--- config.mk ---
export PLATFORM = sky130hd
export DESIGN_NAME = oaht_hash
export DESIGN_NICKNAME = d
export VERILOG_FILES = /design/src/hdl/oaht_pkg.sv /design/src/hdl/oaht_hash.sv
export SDC_FILE = /design/constraint.sdc
export NUM_CORES = 1
export LEC_CHECK = 0
export ABC_AREA = 1
export BUFFER_PORTS_ARGS = -buffer_cell sky130_fd_sc_hd__buf_2
export CAP_MARGIN = 20
export CORE_MARGIN = 5
export CORE_UTILIZATION = 30
export DETAILED_ROUTE_END_ITERATION = 8
export PLACE_DENSITY = 0.53
export SLEW_MARGIN = 15
export SYNTH_ARGS = -nofsm -noshare
export SYNTH_HDL_FRONTEND = slang
export SYNTH_SLANG_ARGS = --single-unit
export TNS_END_PERCENT = 10
--- constraint.sdc ---
create_clock -name clk -period 27.3 [get_ports clk]
set_input_delay 1.365 -clock clk [delete_from_list [all_inputs] [get_ports clk]]
set_output_delay 1.365 -clock clk [all_outputs]
set_load 0.03 [all_outputs]
--- src/hdl/oaht_pkg.sv ---
// Package of the hash table engine: slot entry layout, command and register codes,
// FNV-1 constants and the controller state type. No dependencies.
package oaht_pkg;

  localparam int KEY_BYTES   = 8;
  localparam int KEY_W       = 64;
  localparam int LEN_W       = 4;
  localparam int VALUE_W     = 32;
  localparam int PCT_W       = 7;
  localparam int IN_TDATA_W  = 104;
  localparam int OUT_TDATA_W = 40;
  localparam int CFG_INDEX_W = 2;

  localparam logic [1:0] CMD_GET = 2'd0;
  localparam logic [1:0] CMD_PUT = 2'd1;
  localparam logic [1:0] CMD_DEL = 2'd2;

  localparam logic [CFG_INDEX_W-1:0] REG_HIGH_WM = 2'd0;
  localparam logic [CFG_INDEX_W-1:0] REG_LOW_WM  = 2'd1;

  localparam logic [PCT_W-1:0] HIGH_WM_RESET = 7'd70;
  localparam logic [PCT_W-1:0] LOW_WM_RESET  = 7'd50;

  localparam logic [63:0] FNV_BASIS    = 64'hcbf29ce484222325;
  // prime = 2^40 + 0x1b3
  localparam logic [8:0]  FNV_PRIME_LO = 9'h1b3;
  localparam int          FNV_PRIME_SH = 40;

  typedef enum logic [1:0] {
    TAG_EMPTY = 2'd0,
    TAG_LIVE  = 2'd1,
    TAG_TOMB  = 2'd2
  } tag_t;

  typedef struct packed {
    tag_t               tag;
    logic [LEN_W-1:0]   len;
    logic [KEY_W-1:0]   key;
    logic [VALUE_W-1:0] value;
  } entry_t;

  localparam int ENTRY_W = $bits(entry_t);

  typedef enum logic [3:0] {
    S_CLEAR,
    S_IDLE,
    S_HASH,
    S_PRB_RD,
    S_PRB_CHK,
    S_UPDATE,
    S_FIN,
    S_RB_CLR,
    S_RB_RD,
    S_RB_CHK,
    S_RB_HASH,
    S_RB_PRB_RD,
    S_RB_PRB_CHK
  } state_t;

endpackage

--- src/hdl/oaht_hash.sv ---
// 64-bit FNV-1 hash unit, one key byte per cycle, low byte first.
// Depends on oaht_pkg.
module oaht_hash (
  input  logic                        clk,
  input  logic                        rst_n,
  input  logic                        start,
  input  logic [oaht_pkg::KEY_W-1:0]  key_in,
  input  logic [oaht_pkg::LEN_W-1:0]  len_in,
  output logic                        done,
  output logic [63:0]                 hash
);

  logic                       busy_r;
  logic [oaht_pkg::LEN_W-1:0] cnt_r;
  logic [oaht_pkg::LEN_W-1:0] len_r;
  logic [oaht_pkg::KEY_W-1:0] key_r;
  logic [63:0]                h_r;
  logic [63:0]                h_mul;

  // h * (2^40 + 0x1b3)
  assign h_mul = (h_r << oaht_pkg::FNV_PRIME_SH) + (h_r * oaht_pkg::FNV_PRIME_LO);
  assign done  = busy_r && (cnt_r == len_r);
  assign hash  = h_r;

  always_ff @(posedge clk) begin
    if (!rst_n) begin
      busy_r <= 1'b0;
      cnt_r  <= '0;
    end else if (start) begin
      busy_r <= 1'b1;
      cnt_r  <= '0;
      len_r  <= len_in;
      key_r  <= key_in;
      h_r    <= oaht_pkg::FNV_BASIS;
    end else if (busy_r) begin
      if (cnt_r == len_r) begin
        busy_r <= 1'b0;
      end else begin
        h_r   <= h_mul ^ {56'd0, key_r[7:0]};
        key_r <= key_r >> 8;
        cnt_r <= cnt_r + 1'b1;
      end
    end
  end

endmodule

# Word level (Yosys, flattened, before mapping)
# Index checks and enable logic that the tools add are counted.
[totals] regBits=137 in_bits=71 out_inout_bits=65 word_cells=27
[op_classes] addsub=2 multipliers=1 n_eq_ne=2 muxes=8 n_bitwise=3 n_reduce_logical=6
[op_table] op="64-bit 2-to-1 mux" n=5
[op_table] op="64-bit adder" n=1
[op_table] op="64-bit by 9-bit multiplier with 64-bit output (second input constant)" n=1
[op_table] op="64-bit by 8-bit XOR with 64-bit output" n=1
[op_table] op="4-bit by 1-bit adder with 4-bit output (second input constant)" n=1
[op_table] op="4-bit equality test" n=1
[op_table] op="2-bit AND reduction" n=2
[op_table] op="1-bit 2-to-1 mux" n=3
[op_table] op="3-bit AND reduction" n=1
[op_table] op="2-bit inequality test (second input constant)" n=1
[op_table] op="1-bit NOT" n=2
[op_table] op="2-bit nonzero test" n=1
[op_table] op="2-bit OR reduction" n=1
[op_table] op="1-bit logical AND" n=1

# Depth between registers and ports, before layout
[logic_depth] word_depth=5 ltp_mapped=23 depth_no_buf=23

# Worst setup path before layout
# OpenSTA, ideal clock, no wires.
[synth_path] kind="input to register" startpoint="input rst_n" endpoint="register h_r[0] (netlist: hash[0]) (enable)" arrival_time_ns=10.354 required_time_ns=26.508 path_slack_ns=16.154 cell_stages=2 path_buffers=0 path_cell_list="inv_1 > o21ai_0"
[synth_between] elab_chain_cells=1
[synth_rtl] item="start: declaration" line="oaht_hash.sv:5" source="input logic rst_n,"
[synth_rtl] item="3-bit AND reduction (no source line)"
[synth_rtl] item="end signal: assignment" line="oaht_hash.sv:34" source="h_r <= oaht_pkg::FNV_BASIS;"
[synth_rtl] item="end signal: assignment" line="oaht_hash.sv:39" source="h_r <= h_mul ^ {56'd0, key_r[7:0]};"
[synth_rtl] item="end: declaration" line="oaht_hash.sv:17" source="logic [63:0] h_r;"
# No other way between the ends.
# A chain may end at the register's enable or synchronous reset.

# Worst setup path after layout
[layout_path] startpoint="register h_r[0] (netlist: hash[0])" endpoint="register h_r[49] (netlist: hash[49]) (data pin)"
[layout_between] elab_chain_cells=5
[layout_rtl] item="64-bit by 9-bit multiplier with 64-bit output" line="oaht_hash.sv:21" source="assign h_mul = (h_r << oaht_pkg::FNV_PRIME_SH) + (h_r * oaht_pkg::FNV_PRIME_LO);"
[layout_rtl] item="64-bit adder (*)" line="oaht_hash.sv:21"
[layout_rtl] item="64-bit by 8-bit XOR with 64-bit output (*)" line="oaht_hash.sv:39"
[layout_rtl] item="64-bit 2-to-1 mux (*)" line="oaht_hash.sv:36" source="if (cnt_r == len_r) begin"
[layout_rtl] item="64-bit 2-to-1 mux (*)" line="oaht_hash.sv:35" source="end else if (busy_r) begin"
# Mark *: on every way between the ends. The rest lies on a longest branch, timed or not. The select of a mux whose other input is x is not followed.

==> summary.txt <==
wire length of the first global-routing pass -> 90.31 mm
total of endpoints with negative setup slack in the final report -> 0
Max Fclk -> 0.1945 GHz
Post-Route Setup TNS -> 0 ns
global routing usage on met2 -> 29.26%
initial drt markers -> 952
gr usage total -> 17.24%
category of the critical setup timing path -> reg -> reg
number of buffers inserted for hold repair after clock tree synthesis -> 0
Final Hold Violating Endpoints -> 0
drt pass-1 iters -> 6
# diodes -> 0
count of maximum capacitance violations -> 0
warning count from the yosys run -> 0
Max-Slew Margin vs Limit -> 32.00%
total global routing overflow -> 0
most frequently used flop master after synthesis -> edfxtp_1
flop and latch count out of synthesis -> 137
Avg Inst Size Synth -> 7.624 um^2
half-perimeter wire length after detailed placement -> 50.42 mm
slew at the pin with the worst max-slew slack -> 1.016 ns
via count of the first global-routing pass -> 15610
Clock Skews -> 0.01496 ns
share of cells above drive strength 1 -> 8.748%
maximum fanout count along the critical path -> 6
outcome -> completed
via count -> 15260
number of nets still failing antenna checks after routing -> 0
std cell rows -> 92
classification of the worst-slack hold path -> reg -> reg
ports placed on the boundary -> 136
CTS H-tree depth -> 4
Post-Synthesis Cells -> 2501
period utilisation layout -> 18.83%
wirelength, routed -> 57.87 mm
overall die area -> 68700 um^2
final critical delay including setup and external delays -> 5.140 ns
total number of nets in the final design -> 3125
number of buffers inserted during clock tree synthesis -> 17
PortBufs -> 135
synth unique cells -> 36
average vias per placed instance -> 4.362
starting utilization of the core area -> 30.28%
portion of the post-synthesis area used by sequential elements -> 21.31%
layout overhead on the synthesized area -> 11.89%
final worst slack -> 22.16 ns
grt peak-use layer -> met2
vertical die dimension -> 262.1 um
width of the die -> 262.1 um
met1 Track Usage GR -> 23.12%
data arrival time of the critical path -> 5.26 ns
clock latency of the later-clocked register in the worst-skew pair -> 0.45 ns
RD Place Congestion -> 0.9346
post-detailed-route wirelength per cell -> 16.54 um
capturing element type of the critical path -> flip-flop
total standard cell area after synthesis -> 19070 um^2
CP required -> 27.42 ns
RSZ-0062 raised after global routing -> no
Core Box Area -> 62970 um^2
clock root buffer master -> clkbuf_16
clock slew at reported path FFs -> 0.06 ns
clk buf depth -> 2
pin count of the biggest net entering global routing -> 62
dpl cells -> 3466
syn_nets -> 2987
pre-CTS setup slack -> 22.14 ns
antenna violations before repair -> 1
number of sinks driven by the clock tree -> 137
final std cells w/o fill -> 3498
Resized Gates After CTS -> 0
detailed-route DRC error count -> 0
total count of max-transition violations in the final report -> 0
clock tree from TritonCTS -> done
met3 Use GR -> 2.786%
count of flip-flops with a built-in enable after synthesis -> 132
buffers inserted during post-CTS setup optimization -> 0
launching element type of the critical path -> flip-flop
Post-synth ARST share -> 0%
final timing paths:
check / cells past startpoint / slack, ns / startpoint / endpoint
max reg2reg: 18 / 22.16 / hash[0] / hash[49]
max: 18 / 22.16 / hash[0] / hash[49]
min: 2 / 0.49 / cnt_r[3] / cnt_r[3]
min reg2reg: 2 / 0.49 / cnt_r[3] / cnt_r[3]
flip-flops by register name, summed over array words and instances, names as in the netlist:
signal / cells
len_r: 4
key_r: 64
cnt_r: 4
hash: 64
busy_r: 1
layer usage:
layer,vias to the layer above,wire (um)
li1,7679,-
met4,0,1462
met3,67,2939
met2,352,27630
met1,7159,25840
met5,-,0
metrics by stage:
| stage | hold slack (ns) | cell area, um^2 | util, % |
|---|---|---|---|
| after floorplan | 0.4500 | 19070 | - |
| after global placement | 0.4683 | 20770 | 32.98 |
| final | 0.4894 | 21340 | 33.88 |
| after global routing | 0.5198 | 21340 | 33.88 |
| after CTS | 0.4885 | 21340 | 33.88 |
| after detailed placement | 0.4758 | 20770 | 32.98 |
synthesized netlist by cell type (all sizes together) (4+ instances only):
cell / instances / area (um^2)
ha: 188 / 2352
xor2: 27 / 236.5
nor3: 13 / 80.08
edfxtp: 132 / 3964
or2: 6 / 37.54
fa: 227 / 4544
o21a: 5 / 37.54
nand2: 748 / 2833
a21oi: 76 / 380.4
dfxtp: 5 / 100.1
o22ai: 10 / 62.56
clkbuf: 18 / 67.56
a21o: 4 / 30.03
inv: 736 / 2763
o21ai: 27 / 135.1
xnor2: 19 / 166.4
nor2: 144 / 623.1
nand4: 13 / 81.33
nand3b: 5 / 37.54
nand3: 81 / 435.4
area by class of cell:
cell class                      instances  area [um^2]
Timing Repair Buffer                  140        713.2
Fill cell                            6828        41630
Clock buffer                           20        467.9
Sequential cell                       137         4064
Inverter                              739         2775
Multi-Input combinational cell       1604        12160
Tap cell                              846         1059
Clock inverter                         12        100.1
placed cells by master, fill, tap and decap left out, types with 24 or more instances in the layout:
master | netlist | routed
buf_2 | 2 | 135
nor2_1 | 117 | 117
inv_1 | 726 | 726
nand3_1 | 75 | 75
o21ai_0 | 25 | 24
nand2_1 | 738 | 738
fa_1 | 227 | 227
a21oi_1 | 76 | 76
xor2_1 | 27 | 27
ha_1 | 188 | 188
nor2_2 | 24 | 24
edfxtp_1 | 132 | 132
worst max-delay path, cell delays in order (launching register included):
cell      delay [ns]
edfxtp_1        0.73
ha_1            0.35
inv_1           0.08
fa_1            0.54
inv_1           0.04
ha_1            0.30
fa_1            0.46
ha_1            0.32
fa_1            0.49
nand3_1         0.15
nand3_1         0.28
nand2_1         0.17
nand2_2         0.14
nand2_1         0.09
nand2_1         0.16
nand3_1         0.16
nand3_1         0.09
nand2_1         0.06
nand3_1         0.18
cell families after synthesis:
kind of cell    count (synthesis)  share of synthesized area (%)
flops                         137                          21.31
buf+inv                       760                          14.99
xor+xnor                       46                          2.113
compound gates                125                          3.504
simple gates                 1018                          21.91
fa+ha+maj                     415                          36.17
Power is not shown: default switching activity piles up to over one toggle a cycle in this logic, so the estimate is an artifact.
